===== config.mk =====
export PLATFORM = sky130hd
export DESIGN_NAME = terminal_key_sequence_decoder_core_flat
export DESIGN_NICKNAME = d
export VERILOG_FILES = /design/src/rtl/core/tksd_pkg.sv /design/src/rtl/core/tksd_if.sv /design/src/rtl/core/terminal_key_sequence_decoder_core.sv /design/src/rtl/core/tksd_parser.sv /design/src/flat_wrapper.sv
export SDC_FILE = /design/constraint.sdc
export NUM_CORES = 1
export LEC_CHECK = 0
export BUFFER_PORTS_ARGS = -buffer_cell sky130_fd_sc_hd__buf_2
export CORE_ASPECT_RATIO = 1.1
export CORE_MARGIN = 3
export CORE_UTILIZATION = 57
export CTS_BUF_LIST = sky130_fd_sc_hd__clkbuf_4
export DETAILED_ROUTE_END_ITERATION = 8
export PLACE_DENSITY = 0.79
export SLEW_MARGIN = 0
export SYNTH_ARGS = -nofsm -noshare
export SYNTH_HDL_FRONTEND = slang
export SYNTH_SLANG_ARGS = --single-unit

===== constraint.sdc =====
create_clock -name clk_i -period 6.6 [get_ports clk_i]
set_clock_uncertainty 0.1 [all_clocks]
set_input_delay 0.33 -clock clk_i [delete_from_list [all_inputs] [get_ports clk_i]]
set_output_delay 0.33 -clock clk_i [all_outputs]
set_load 0.01 [all_outputs]

===== src/rtl/core/tksd_pkg.sv =====
// Shared types and constants for the terminal key sequence decoder.
`timescale 1ns / 1ps
package tksd_pkg;

  localparam logic [7:0] ByteEsc = 8'h1B;
  localparam logic [15:0] SatMax = 16'hFFFF;

  localparam logic [5:0] KcPlain    = 6'd0;
  localparam logic [5:0] KcEsc      = 6'd1;
  localparam logic [5:0] KcCtrl     = 6'd2;
  localparam logic [5:0] KcUp       = 6'd3;
  localparam logic [5:0] KcDown     = 6'd4;
  localparam logic [5:0] KcLeft     = 6'd5;
  localparam logic [5:0] KcRight    = 6'd6;
  localparam logic [5:0] KcSUp      = 6'd7;
  localparam logic [5:0] KcSDown    = 6'd8;
  localparam logic [5:0] KcSLeft    = 6'd9;
  localparam logic [5:0] KcSRight   = 6'd10;
  localparam logic [5:0] KcALeft    = 6'd11;
  localparam logic [5:0] KcARight   = 6'd12;
  localparam logic [5:0] KcHome     = 6'd13;
  localparam logic [5:0] KcEnd      = 6'd14;
  localparam logic [5:0] KcSHome    = 6'd15;
  localparam logic [5:0] KcSEnd     = 6'd16;
  localparam logic [5:0] KcDHome    = 6'd17;
  localparam logic [5:0] KcDEnd     = 6'd18;
  localparam logic [5:0] KcSdHome   = 6'd19;
  localparam logic [5:0] KcSdEnd    = 6'd20;
  localparam logic [5:0] KcPgUp     = 6'd21;
  localparam logic [5:0] KcPgDn     = 6'd22;
  localparam logic [5:0] KcSPgUp    = 6'd23;
  localparam logic [5:0] KcSPgDn    = 6'd24;
  localparam logic [5:0] KcDel      = 6'd25;
  localparam logic [5:0] KcF1       = 6'd26;
  localparam logic [5:0] KcF2       = 6'd27;
  localparam logic [5:0] KcF3       = 6'd28;
  localparam logic [5:0] KcF4       = 6'd29;
  localparam logic [5:0] KcBackTab  = 6'd30;
  localparam logic [5:0] KcPaste    = 6'd31;
  localparam logic [5:0] KcSaveAs   = 6'd32;
  localparam logic [5:0] KcMouse    = 6'd33;

  typedef struct packed {
    logic        command;
    logic [7:0]  data_byte;
  } tksd_in_t;

  typedef struct packed {
    logic [5:0]  key_code;
    logic [7:0]  key_value;
    logic [15:0] mouse_button;
    logic [15:0] mouse_column;
    logic [15:0] mouse_row;
    logic        mouse_pressed;
  } tksd_out_t;

  // Saturating decimal accumulate: v * 10 + digit, clamped to 16 bits.
  function automatic logic [15:0] acc_digit(input logic [15:0] v, input logic [7:0] b);
    logic [19:0] s;
    s = {v, 3'b000} + {3'b000, v, 1'b0} + {12'd0, b - 8'h30};
    acc_digit = (s > 20'(SatMax)) ? SatMax : s[15:0];
  endfunction

  function automatic logic is_digit(input logic [7:0] b);
    is_digit = (b >= 8'h30) && (b <= 8'h39);
  endfunction

  function automatic logic is_final(input logic [7:0] b);
    is_final = (b >= 8'h40) && (b <= 8'h7E);
  endfunction

endpackage


===== src/rtl/core/tksd_if.sv =====
// Valid/ready channel interface carrying one word of a given type.
`timescale 1ns / 1ps
interface tksd_if #(parameter type word_t = logic) ();
  logic  valid;
  logic  ready;
  word_t data;
  modport source (output valid, output data, input ready);
  modport sink (input valid, input data, output ready);
endinterface


===== src/rtl/core/terminal_key_sequence_decoder_core.sv =====
// Top level of the terminal key sequence decoder: input stage, parser, result stage.
`timescale 1ns / 1ps
// An accepted word's key event (if any) is written into the result register that drives the output.
// Throughput: one word per cycle while results are taken; the parser state and result register are the only loop.
// The result register is a single output stage: input is ready while it is empty or being
// read this cycle, so a result that waits on the output side holds the input.
// Reset: asynchronous, active low; parser goes idle with all its fields zero, mapping bit off.
module terminal_key_sequence_decoder_core
  import tksd_pkg::*;
#(
  parameter int DRAIN_LIMIT = 16,
  parameter int MOUSE_GUARD = 32,
  parameter int KEY_GUARD   = 16
) (
  input  logic clk_i,
  input  logic rst_ni,
  input  logic cfg_we_i,
  input  logic cfg_wdata_i,
  tksd_if.sink   in_i,
  tksd_if.source out_o
);

  logic      map_q;
  logic      step;
  logic      emit;
  tksd_out_t res;
  logic      ovalid_q;
  tksd_out_t odata_q;

  // A word is taken when the result slot is empty or being emptied this cycle.
  assign in_i.ready = !ovalid_q || out_o.ready;
  assign step = in_i.valid && in_i.ready;

  always_ff @(posedge clk_i or negedge rst_ni) begin
    if (!rst_ni) map_q <= 1'b0;
    else if (cfg_we_i) map_q <= cfg_wdata_i;
  end

  tksd_parser #(
    .DRAIN_LIMIT(DRAIN_LIMIT), .MOUSE_GUARD(MOUSE_GUARD), .KEY_GUARD(KEY_GUARD)
  ) u_parser (
    .clk_i, .rst_ni,
    .step_i(step), .word_i(in_i.data), .cmd_map_i(map_q),
    .emit_o(emit), .res_o(res)
  );

  always_ff @(posedge clk_i or negedge rst_ni) begin
    if (!rst_ni) ovalid_q <= 1'b0;
    else if (in_i.ready) ovalid_q <= step && emit;
  end

  always_ff @(posedge clk_i) begin
    if (step && emit) odata_q <= res;
  end

  assign out_o.valid = ovalid_q;
  assign out_o.data  = odata_q;

  a_hold: assert property (@(posedge clk_i) disable iff (!rst_ni)
    ovalid_q && !out_o.ready |=> ovalid_q && $stable(odata_q))
    else $error("result lost under stall");
  a_code_range: assert property (@(posedge clk_i) disable iff (!rst_ni)
    ovalid_q |-> odata_q.key_code <= KcMouse)
    else $error("key code out of range");
  a_mouse_zero: assert property (@(posedge clk_i) disable iff (!rst_ni)
    ovalid_q && odata_q.key_code != KcMouse |-> odata_q.mouse_pressed == 1'b0)
    else $error("mouse flag on non-mouse key");

endmodule


===== src/rtl/core/tksd_parser.sv =====
// Byte-level parser: state update and result decode for one input word.
`timescale 1ns / 1ps
module tksd_parser
  import tksd_pkg::*;
#(
  parameter int DRAIN_LIMIT = 16,
  parameter int MOUSE_GUARD = 32,
  parameter int KEY_GUARD   = 16
) (
  input  logic      clk_i,
  input  logic      rst_ni,
  input  logic      step_i,
  input  tksd_in_t  word_i,
  input  logic      cmd_map_i,
  output logic      emit_o,
  output tksd_out_t res_o
);

  typedef enum logic [3:0] {
    PhIdle, PhEsc, PhIntro, PhCsiDigit, PhPasteDigit, PhPasteTerm,
    PhF13Term, PhCsiu, PhNavMod, PhNavTerm, PhMouse, PhDrain
  } phase_e;

  phase_e      phase_q, phase_d;
  logic [7:0]  first_q, first_d, second_q, second_d, mod_q, mod_d;
  logic [15:0] num_q [3];
  logic [15:0] num_d [3];
  logic [1:0]  fidx_q, fidx_d;
  logic [5:0]  guard_q, guard_d;
  logic [4:0]  drain_q, drain_d;

  logic [7:0]  b;
  logic [5:0]  gnext;
  logic [4:0]  dnext;
  logic        alt, sh, ct, cs;

  assign b     = word_i.data_byte;
  assign gnext = guard_q + 6'd1;
  assign dnext = drain_q + 5'd1;
  assign alt   = mod_q == "3";
  assign sh    = mod_q == "2";
  assign ct    = mod_q == "5";
  assign cs    = mod_q == "6";

  always_comb begin
    phase_d = phase_q;
    first_d = first_q; second_d = second_q; mod_d = mod_q;
    num_d = num_q; fidx_d = fidx_q; guard_d = guard_q; drain_d = drain_q;
    emit_o = 1'b0;
    res_o = '0;

    if (word_i.command) begin
      if (phase_q != PhIdle) begin
        emit_o = 1'b1; res_o.key_code = KcEsc; res_o.key_value = ByteEsc;
      end
      phase_d = PhIdle;
    end else begin
      unique case (phase_q)
        PhEsc: begin
          if (b == "b") begin
            emit_o = 1'b1; res_o.key_code = KcALeft; phase_d = PhIdle;
          end else if (b == "f") begin
            emit_o = 1'b1; res_o.key_code = KcARight; phase_d = PhIdle;
          end else begin
            first_d = b; phase_d = PhIntro;
          end
        end
        PhIntro: begin
          second_d = b;
          emit_o = 1'b1; phase_d = PhIdle; res_o.key_code = KcEsc;
          if (first_q == "[") begin
            case (b)
              "P": res_o.key_code = KcF1;
              "Q": res_o.key_code = KcF2;
              "R": res_o.key_code = KcF3;
              "S": res_o.key_code = KcF4;
              "A": res_o.key_code = KcUp;
              "B": res_o.key_code = KcDown;
              "C": res_o.key_code = KcRight;
              "D": res_o.key_code = KcLeft;
              "H": res_o.key_code = KcHome;
              "F": res_o.key_code = KcEnd;
              "Z": res_o.key_code = KcBackTab;
              "<": begin
                emit_o = 1'b0; phase_d = PhMouse;
                num_d[0] = '0; num_d[1] = '0; num_d[2] = '0;
                fidx_d = '0; guard_d = '0;
              end
              "?": begin
                emit_o = 1'b0; phase_d = PhDrain; drain_d = '0;
              end
              default: begin
                if (is_digit(b)) begin
                  emit_o = 1'b0; phase_d = PhCsiDigit;
                end
              end
            endcase
          end else if (first_q == "O") begin
            case (b)
              "H": res_o.key_code = KcHome;
              "F": res_o.key_code = KcEnd;
              "P": res_o.key_code = KcF1;
              "Q": res_o.key_code = KcF2;
              "R": res_o.key_code = KcF3;
              "S": res_o.key_code = KcF4;
              default: ;
            endcase
          end
          if (res_o.key_code == KcEsc) res_o.key_value = ByteEsc;
        end
        PhCsiDigit: begin
          if (b == "~") begin
            emit_o = 1'b1; phase_d = PhIdle;
            case (second_q)
              "1", "7": res_o.key_code = KcHome;
              "4", "8": res_o.key_code = KcEnd;
              "3":      res_o.key_code = KcDel;
              "5":      res_o.key_code = KcPgUp;
              "6":      res_o.key_code = KcPgDn;
              default: begin
                res_o.key_code = KcEsc; res_o.key_value = ByteEsc;
              end
            endcase
          end else if (second_q == "2" && b == "0") begin
            phase_d = PhPasteDigit;
          end else if (second_q == "1" && b == "3") begin
            phase_d = PhF13Term;
          end else if (is_digit(b)) begin
            num_d[0] = 16'(acc_digit(16'(second_q - 8'h30), b));
            num_d[1] = '0; num_d[2] = '0;
            fidx_d = '0; guard_d = '0; phase_d = PhCsiu;
          end else if (b == ";") begin
            phase_d = PhNavMod;
          end else begin
            emit_o = 1'b1; phase_d = PhIdle;
            res_o.key_code = KcEsc; res_o.key_value = ByteEsc;
          end
        end
        PhPasteDigit: begin
          mod_d = b; phase_d = PhPasteTerm;
        end
        PhPasteTerm: begin
          emit_o = 1'b1; phase_d = PhIdle;
          if (b == "~" && mod_q == "0") res_o.key_code = KcPaste;
          else begin
            res_o.key_code = KcEsc; res_o.key_value = ByteEsc;
          end
        end
        PhF13Term: begin
          emit_o = 1'b1; phase_d = PhIdle;
          if (b == "~") res_o.key_code = KcF3;
          else begin
            res_o.key_code = KcEsc; res_o.key_value = ByteEsc;
          end
        end
        PhCsiu, PhMouse: begin
          guard_d = gnext;
          if (is_digit(b)) begin
            if (fidx_q != 2'd3) num_d[fidx_q] = acc_digit(num_q[fidx_q], b);
            if (phase_q == PhCsiu && gnext >= 6'(KEY_GUARD)) begin
              emit_o = 1'b1; phase_d = PhIdle;
              res_o.key_code = KcEsc; res_o.key_value = ByteEsc;
            end else if (phase_q == PhMouse && gnext >= 6'(MOUSE_GUARD)) begin
              phase_d = PhDrain; drain_d = '0;
            end
          end else if (b == ";") begin
            if ((phase_q == PhCsiu && fidx_q >= 2'd1) ||
                (phase_q == PhMouse && fidx_q >= 2'd2)) begin
              phase_d = PhDrain; drain_d = '0;
            end else begin
              fidx_d = fidx_q + 2'd1;
              if (phase_q == PhCsiu && gnext >= 6'(KEY_GUARD)) begin
                emit_o = 1'b1; phase_d = PhIdle;
                res_o.key_code = KcEsc; res_o.key_value = ByteEsc;
              end else if (phase_q == PhMouse && gnext >= 6'(MOUSE_GUARD)) begin
                phase_d = PhDrain; drain_d = '0;
              end
            end
          end else if (phase_q == PhCsiu && b == "u") begin
            emit_o = 1'b1; phase_d = PhIdle;
            res_o.key_code = KcEsc; res_o.key_value = ByteEsc;
            if (fidx_q == 2'd1) begin
              if (num_q[1] == 16'd9 && cmd_map_i) begin
                case (num_q[0])
                  "s", "f", "z", "o", "w", "c", "x", "a", "q", "g", "r", "t", "y", "d":
                  begin
                    res_o.key_code = KcCtrl; res_o.key_value = {3'b000, num_q[0][4:0]};
                  end
                  default: ;
                endcase
              end else if (num_q[0] == 16'd115 && num_q[1] == 16'd6) begin
                res_o.key_code = KcSaveAs; res_o.key_value = '0;
              end else if ((num_q[1] == 16'd5 || num_q[1] == 16'd6) &&
                           num_q[0] >= 16'h61 && num_q[0] <= 16'h7A) begin
                res_o.key_code = KcCtrl; res_o.key_value = {3'b000, num_q[0][4:0]};
              end
            end
          end else if (phase_q == PhMouse && (b == "M" || b == "m")) begin
            if (fidx_q != 2'd2) begin
              phase_d = PhDrain; drain_d = '0;
            end else begin
              emit_o = 1'b1; phase_d = PhIdle;
              res_o.key_code = KcMouse;
              res_o.mouse_button = num_q[0];
              res_o.mouse_column = num_q[1];
              res_o.mouse_row = num_q[2];
              res_o.mouse_pressed = b == "M";
            end
          end else begin
            phase_d = PhDrain; drain_d = '0;
          end
        end
        PhNavMod: begin
          mod_d = b; phase_d = PhNavTerm;
        end
        PhNavTerm: begin
          emit_o = 1'b1; phase_d = PhIdle;
          if (second_q == "5" && b == "~") begin
            res_o.key_code = cs ? KcSdHome : ct ? KcDHome : sh ? KcSPgUp : KcPgUp;
          end else if (second_q == "6" && b == "~") begin
            res_o.key_code = cs ? KcSdEnd : ct ? KcDEnd : sh ? KcSPgDn : KcPgDn;
          end else begin
            case (b)
              "P": res_o.key_code = KcF1;
              "Q": res_o.key_code = KcF2;
              "R": res_o.key_code = KcF3;
              "S": res_o.key_code = KcF4;
              "A": res_o.key_code = sh ? KcSUp : KcUp;
              "B": res_o.key_code = sh ? KcSDown : KcDown;
              "C": res_o.key_code = alt ? KcARight : sh ? KcSRight : KcRight;
              "D": res_o.key_code = alt ? KcALeft : sh ? KcSLeft : KcLeft;
              "H": res_o.key_code = cs ? KcSdHome : ct ? KcDHome : sh ? KcSHome : KcHome;
              "F": res_o.key_code = cs ? KcSdEnd : ct ? KcDEnd : sh ? KcSEnd : KcEnd;
              default: begin
                if (is_final(b)) begin
                  res_o.key_code = KcEsc; res_o.key_value = ByteEsc;
                end else begin
                  emit_o = 1'b0; phase_d = PhDrain; drain_d = '0;
                end
              end
            endcase
          end
        end
        PhDrain: begin
          drain_d = dnext;
          if (is_final(b) || dnext >= 5'(DRAIN_LIMIT)) begin
            emit_o = 1'b1; phase_d = PhIdle;
            res_o.key_code = KcEsc; res_o.key_value = ByteEsc;
          end
        end
        default: begin
          if (b == ByteEsc) phase_d = PhEsc;
          else begin
            emit_o = 1'b1; phase_d = PhIdle;
            res_o.key_code = KcPlain; res_o.key_value = b;
          end
        end
      endcase
    end
  end

  always_ff @(posedge clk_i or negedge rst_ni) begin
    if (!rst_ni) begin
      phase_q <= PhIdle;
      first_q <= '0; second_q <= '0; mod_q <= '0;
      num_q[0] <= '0; num_q[1] <= '0; num_q[2] <= '0;
      fidx_q <= '0; guard_q <= '0; drain_q <= '0;
    end else if (step_i) begin
      phase_q <= phase_d;
      first_q <= first_d; second_q <= second_d; mod_q <= mod_d;
      num_q <= num_d;
      fidx_q <= fidx_d; guard_q <= guard_d; drain_q <= drain_d;
    end
  end

  a_drain_bound: assert property (@(posedge clk_i) disable iff (!rst_ni)
    phase_q == PhDrain |-> drain_q < 5'(DRAIN_LIMIT))
    else $error("drain count past limit");
  a_fidx_bound: assert property (@(posedge clk_i) disable iff (!rst_ni)
    fidx_q != 2'd3)
    else $error("field index out of range");
  a_timeout_idle: assert property (@(posedge clk_i) disable iff (!rst_ni)
    step_i && word_i.command |=> phase_q == PhIdle)
    else $error("timeout did not return to idle");

endmodule


===== src/flat_wrapper.sv =====
// flat-port wrapper written by rule: the top's interface ports become plain ports
module terminal_key_sequence_decoder_core_flat import tksd_pkg::*;
#(
  parameter int DRAIN_LIMIT = 16,
  parameter int MOUSE_GUARD = 32,
  parameter int KEY_GUARD   = 16
)
  (clk_i, rst_ni, cfg_we_i, cfg_wdata_i, in_i_valid, in_i_data, in_i_ready, out_o_valid, out_o_data, out_o_ready);
  tksd_if #(.word_t(tksd_in_t)) in_i_i ();
  tksd_if #(.word_t(tksd_out_t)) out_o_i ();
  input  logic clk_i;
  input  logic rst_ni;
  input  logic cfg_we_i;
  input  logic cfg_wdata_i;
  input wire logic [$bits(in_i_i.valid)-1:0] in_i_valid;
  input wire logic [$bits(in_i_i.data)-1:0] in_i_data;
  output wire logic [$bits(in_i_i.ready)-1:0] in_i_ready;
  output wire logic [$bits(out_o_i.valid)-1:0] out_o_valid;
  output wire logic [$bits(out_o_i.data)-1:0] out_o_data;
  input wire logic [$bits(out_o_i.ready)-1:0] out_o_ready;
  assign in_i_i.valid = in_i_valid;
  assign in_i_i.data = in_i_data;
  assign in_i_ready = in_i_i.ready;
  assign out_o_valid = out_o_i.valid;
  assign out_o_data = out_o_i.data;
  assign out_o_i.ready = out_o_ready;
  terminal_key_sequence_decoder_core #(.DRAIN_LIMIT(DRAIN_LIMIT), .MOUSE_GUARD(MOUSE_GUARD), .KEY_GUARD(KEY_GUARD)) u_core (.clk_i(clk_i), .rst_ni(rst_ni), .cfg_we_i(cfg_we_i), .cfg_wdata_i(cfg_wdata_i), .in_i(in_i_i), .out_o(out_o_i));
endmodule

* After elaboration in Yosys (flattened, before gate mapping)
Index checks and enable logic that the tools add are counted.
** Storage, ports and cells
- Output and inout bits :: 65
- Input port bits :: 15
- Register bits after elaboration :: 154
- Word-level logic and storage cells :: 351
** Operators by class
- Mux-type cells :: 165
- Equality and inequality tests :: 89
- $lt $le $gt $ge :: 15
- Add/sub/neg operators :: 9
- Bitwise logic cells :: 6
- Reduce and logical (&&, ||, !) cells :: 49
** Operators by type and width (number)
- $mux W48 :: 8
- $eq A16 B7 Y1 const B :: 14
- $eq A8 B7 Y1 const B :: 19
- $eq A8 B6 Y1 const B :: 18
- $pmux W48 S3 :: 1
- $mux W5 :: 28
- $mux W4 :: 31
- $mux W14 :: 7
- $mux W9 :: 9
- $mux W16 :: 5
- $mux W6 :: 12
- $pmux W8 S8 :: 1
- $pmux W5 S11 :: 1
- $pmux W6 S9 :: 1
- $pmux W5 S10 :: 1
- $bwmux W48 :: 1
- $add A19 B17 Y20 :: 2
- $add A20 B8 Y20 :: 2
- $gt A20 B16 Y1 const B :: 2
- $mux W8 :: 5
- $pmux W4 S9 :: 1
- $bmux W16 S2 :: 1
- $demux W16 S2 :: 1
- $eq A16 B3 Y1 const B :: 2
- other kinds (62) :: 160

* Logic depth before layout (Yosys ltp)
- Depth after elaboration :: 13
- Gate-level depth with buffers :: 17
- Mapped depth without buffers :: 14

* Cells and area by module
From an unflattened synthesis, not the netlist that was laid out.
** Unflattened totals
- Cells, all modules :: 1140
- Area, all modules :: 10590.2 um^2
** Modules (own cells, without submodules)
- tksd_parser :: seq. area each 2227.1 um^2, area each 8589.5 um^2, cells each 1069, instances 1
- terminal_key_sequence_decoder_core :: seq. area each 1941.9 um^2, area each 2000.7 um^2, cells each 71, instances 1

* Worst setup path before layout
No wires, ideal clock.
- Path type :: reg-to-reg
- Start :: register u_core.u_parser.phase_q[2]
- End :: register u_core.odata_q (netlist bit u_core.out_o.data[0]), enable pin
- Path slack :: 448 ps
- Period minus slack after synthesis :: 6152 ps
- Data required time :: 5929 ps
- Setup time :: 571 ps
- Buffers on the path :: 2
- Cell stages (with the launch flop) :: 7
- Arrival time :: 5481 ps
- Path through :: dfrtp_1 > buf_2 > clkbuf_1 > nor2_1 > nand2_1 > nand2_1 > o21ai_0
** Between the ends
- Word-level cells in the longest chain between the ends :: 9
** Ends and longest elaborated chain
- from (decl) :: RTL line tksd_parser.sv:24 : phase_e phase_q, phase_d;
- from (signal assigned) :: RTL line tksd_parser.sv:264 : phase_q <= PhIdle;
- from (signal assigned) :: RTL line tksd_parser.sv:269 : phase_q <= phase_d;
- $eq A4 B4 Y1 or $eq A4 B3 Y1 (tied branches)
- $logic_and A1 B1 Y1, on equally long branches
- $mux W1, or another cell as far along :: RTL line tksd_parser.sv:198 : end else if (phase_q == PhMouse && (b == "M" || b == "m")) begin
- $mux W1, on equally long branches :: RTL line tksd_parser.sv:179, tksd_parser.sv:167
- $mux W1 :: RTL line tksd_parser.sv:166 : end else if (b == ";") begin
- $mux W1 :: RTL line tksd_parser.sv:158 : if (is_digit(b)) begin
- $pmux W1 S8 :: RTL line tksd_parser.sv:58 : unique case (phase_q)
- $mux W1 * :: RTL line tksd_parser.sv:52 : if (word_i.command) begin
- $logic_and A1 B1 Y1 * :: RTL line terminal_key_sequence_decoder_core.sv:53 : if (step && emit) odata_q <= res;
- to (signal assigned) :: RTL line terminal_key_sequence_decoder_core.sv:53
- to (decl) :: RTL line terminal_key_sequence_decoder_core.sv:28 : tksd_out_t odata_q;
Mark *: on every way between the ends. The rest lies on a longest branch, timed or not.
A chain may end at the register's enable or synchronous reset.

* Final worst setup path
- Start :: register u_core.u_parser.fidx_q[0]
- End :: register u_core.u_parser.num_q[21] (netlist bit)
** Between the ends
- Word-level cells in the longest chain between the ends :: 12
** Ends and longest elaborated chain
- from (decl) :: RTL line tksd_parser.sv:28 : logic [1:0] fidx_q, fidx_d;
- from (signal assigned) :: RTL line tksd_parser.sv:272 : fidx_q <= fidx_d; guard_q <= guard_d; drain_q <= drain_d;
- $not A2 Y3 (not written as such) :: RTL line tksd_parser.sv:159 : if (fidx_q != 2'd3) num_d[fidx_q] = acc_digit(num_q[fidx_q], b);
- $bmux W16 S2 :: RTL line tksd_parser.sv:159
- $mux W16 (not written as such) (2 in a row) :: RTL line tksd_parser.sv:159
- $add A19 B17 Y20 :: RTL line tksd_pkg.sv:60 : s = {v, 3'b000} + {3'b000, v, 1'b0} + {12'd0, b - 8'h30};
- $add A20 B8 Y20 :: RTL line tksd_pkg.sv:60
- $gt A20 B16 Y1 :: RTL line tksd_pkg.sv:61 : acc_digit = (s > 20'(SatMax)) ? SatMax : s[15:0];
- $mux W16 :: RTL line tksd_pkg.sv:61
- $bwmux W48 :: RTL line tksd_parser.sv:159
- $mux W48 :: RTL line tksd_parser.sv:159
- $mux W48 :: RTL line tksd_parser.sv:158
- $pmux W48 S3 :: RTL line tksd_parser.sv:58
- to (signal assigned) :: RTL line tksd_parser.sv:271 : num_q <= num_d;
- to (decl) :: RTL line tksd_parser.sv:26 : logic [15:0] num_q [3];
Parallel ways exist; a longest one is shown, timed or not. The select of a mux whose other input is x is not followed.

==> run metrics <==
outcome finished clean; vias per cell 6.483; Area after DPL 10900 um^2; synth warn 0; most frequent cells in the layout 91 x dfrtp_1, 86 x nand2_1, 78 x buf_2; Arr. time, crit path 5540 ps; drt pass-1 iters 5; layout cells sized above 1 13.82%; R2R cell count 14; post-route cell area 11350 um^2; Tightest Pin Transition 1243 ps; Relative slew margins 16.58%; post-synthesis sequential area ratio 40.23%; Worst Setup End Kind flip-flop; I/O pin count 80; Reg area 4169 um^2; setup violators final 0; Yosys cell types 85; vias in the first global route 8589; power per cell area 169.2 nW/um^2; main flop type after synthesis dfrtp_1; Area growth syn-to-layout 9.526%; Avg Inst Size Synth 9.430 um^2; CTS clk-pin slew, worst paths 150 ps; multi-input logic area 5817 um^2; initial antenna violation count 1; First DRT Iteration DRCs 1034; Wirelength per Cell 20.73 um; gpl congestion 1.002; Crit Path Max Fanout 32; Synth Register Bits 154; pre-CTS WS 1586 ps; Final Cycle Share 78.14%; fmax 193.9 MHz; Hold Vio Cnt, Final 0; Fill cells 1457; first-pass GRT wire length 45990 um; largest net degree at the start of global routing 79; mapped cell area 10360 um^2; Worst-Skew Late Latency 590 ps; via count 9102; Tmin final 5157 ps; Port Buf Inserts 79; hold path cells 2; placed cells 1364; CTS tree built; Cells after Synth 1099; ys async rst share 59.09%; final-report max-slew violation count 0; CTS Hold Bufs 7; Cell Count, Final, Fillers Out 1404; critical path data required time 6990 ps; GRT Util Overall 29.47%; drt total wl 29110 um; number of CTS-inserted buffers 17; CTS sink count 154; clk buf depth 2; DRC viols 0; CTS H-tree depth 4; Worst Hold Class in2reg; Starting Density 58.21%; Core ar. 17800 um^2; worst ir drop on vdd 0.1160 mV; TNS Setup 0 ps; EDFF count, synth 63; Mapped Nets 1179; Root Buffer clkbuf_4; row count 51; Leakage 4.914 nW; Die Y-Extent 147.4 um; RSZ-0062 raised after global routing false; DIE AREA 19840 um^2; fin worst setup slack 1443 ps; post-CTS setup buffers 0; post_cts resized 0; Max Cap Viol 0; Critical Path Start Type flip-flop; Layout Nets 1232; Die Wd 134.6 um; commonest non-fill, non-tap cell in the layout dfrtp_1; Detail Route Antenna Nets 0; grt ovf 0; kind of critical path reg2reg; Final HPWL DP 21370 um
## Yosys cell counts (4+ instances only)
cell	n	area (um^2)
o31ai_1	14	105.1
nor3b_1	4	30.03
a22o_1	4	35.03
clkbuf_1	47	176.4
nor2b_1	15	93.84
o211ai_1	9	67.56
or2_2	4	25.02
o31ai_2	8	100.1
nor4b_1	8	70.07
a31oi_1	9	56.30
mux2i_1	18	180.2
nand2b_1	16	100.1
or3_1	7	43.79
xor2_1	15	131.4
and4_1	4	35.03
and3_1	8	50.05
edfxtp_1	63	1892
a211oi_1	10	75.07
fa_1	12	240.2
a21o_1	12	90.09
o2bb2ai_1	28	245.2
ha_1	53	663.1
buf_2	8	40.04
buf_1	4	15.01
xnor2_1	11	96.34
inv_1	40	150.1
nand3b_1	8	60.06
nor4_1	21	131.4
o21bai_1	6	45.04
nor3_1	25	125.1
dfrtp_1	91	2277
o22ai_1	9	56.30
nand4_1	14	87.58
o21a_1	9	67.56
mux2_2	15	168.9
o21ai_0	75	375.4
nor2_1	72	270.3
a22oi_1	4	30.03
nand2_1	86	322.8
nand3_1	40	200.2
and2_1	55	344.1
a21oi_1	66	330.3
## logic make-up (layout without fill, tap and decap cells)
logic type,after synthesis,in the layout,share of synthesized area (%)
adder cells (fa/ha/maj),66,66,8.813
AND/OR/NAND/NOR,411,411,21.51
other,0,1,0
XOR/XNOR,26,26,2.197
flip-flops,154,154,40.23
buffers and inverters,101,167,3.839
AO/OA/AOI/OAI,308,308,20.04
multiplexers,33,33,3.368
## sequential cells by signal (all words and copies together), names as in the netlist, 4 cells and up
signal	flops
u_core.u_parser.drain_q	5
u_core.u_parser.num_q	48
u_core.u_parser.guard_q	6
u_core.out_o.data	63
u_core.u_parser.first_q	8
u_core.u_parser.phase_q	4
u_core.u_parser.second_q	8
u_core.u_parser.mod_q	8
## routing by layer
metal	vias up	global-route usage (%)	share of wire (%)
met5	-	0	0
met4	0	12.73	3.8
met3	100	6.671	9.2
met2	494	44.62	45
met1	4303	41.05	42
li1	4205	-	-
## power by group
group | internal [W] | total (W) | switching, W
Clock | 0.000354 | 0.000754 | 0.000400
Sequential | 0.00102 | 0.00102 | 0.00000782
Combinational | 0.0000453 | 0.000144 | 0.0000987
## critical path, cell delays in order (launching register included)
cell	delay, ps
dfrtp_1	710
inv_1	230
nor2_1	710
nand2_1	140
o21ai_0	240
fa_1	520
ha_1	400
nand4_1	150
nor4_1	440
o31ai_1	220
a311o_1	360
a21boi_2	110
buf_4	390
nor2_1	150
o2bb2ai_1	190
## path summary, 6_finish.rpt
| kind | startpoint | to | slack [ps] |
|---|---|---|---|
| min | in_i_data[5] | u_core.u_parser.mod_q[5] | 80 |
| min reg2reg | u_core.u_parser.drain_q[3] | u_core.u_parser.drain_q[3] | 400 |
| min in group asynchronous | rst_ni | u_core.u_parser.phase_q[3] | 560 |
| max in group asynchronous | rst_ni | u_core.u_parser.num_q[23] | 4590 |
| max | u_core.u_parser.fidx_q[0] | u_core.u_parser.num_q[21] | 1440 |
| max reg2reg | u_core.u_parser.fidx_q[0] | u_core.u_parser.num_q[21] | 1440 |
## metrics by stage
| stage | hold slack (ps) | util, % | power (W) |
|---|---|---|---|
| 2_1_floorplan | -65.59 | - | 0.001125 |
| 3_3_place_gp | 90.10 | 61.22 | 0.001177 |
| 3_5_place_dp | 88.61 | 61.22 | 0.001180 |
| 4_1_cts | 52.88 | 63.74 | 0.001918 |
| 5_1_grt | 82.41 | 63.76 | 0.001976 |
| 6_report | 82.14 | 63.76 | 0.001921 |
## area by class of cell
class,instances,area share [%]
Sequential cell,154,36.73
Timing Repair Buffer,95,4.718
Clock buffer,17,1.124
Tap cell,238,2.623
Clock inverter,15,2.216
Antenna cell,1,0.02205
Multi-Input combinational cell,844,51.25
Inverter,40,1.323
Note: power is estimated with default switching activity, not from simulation.
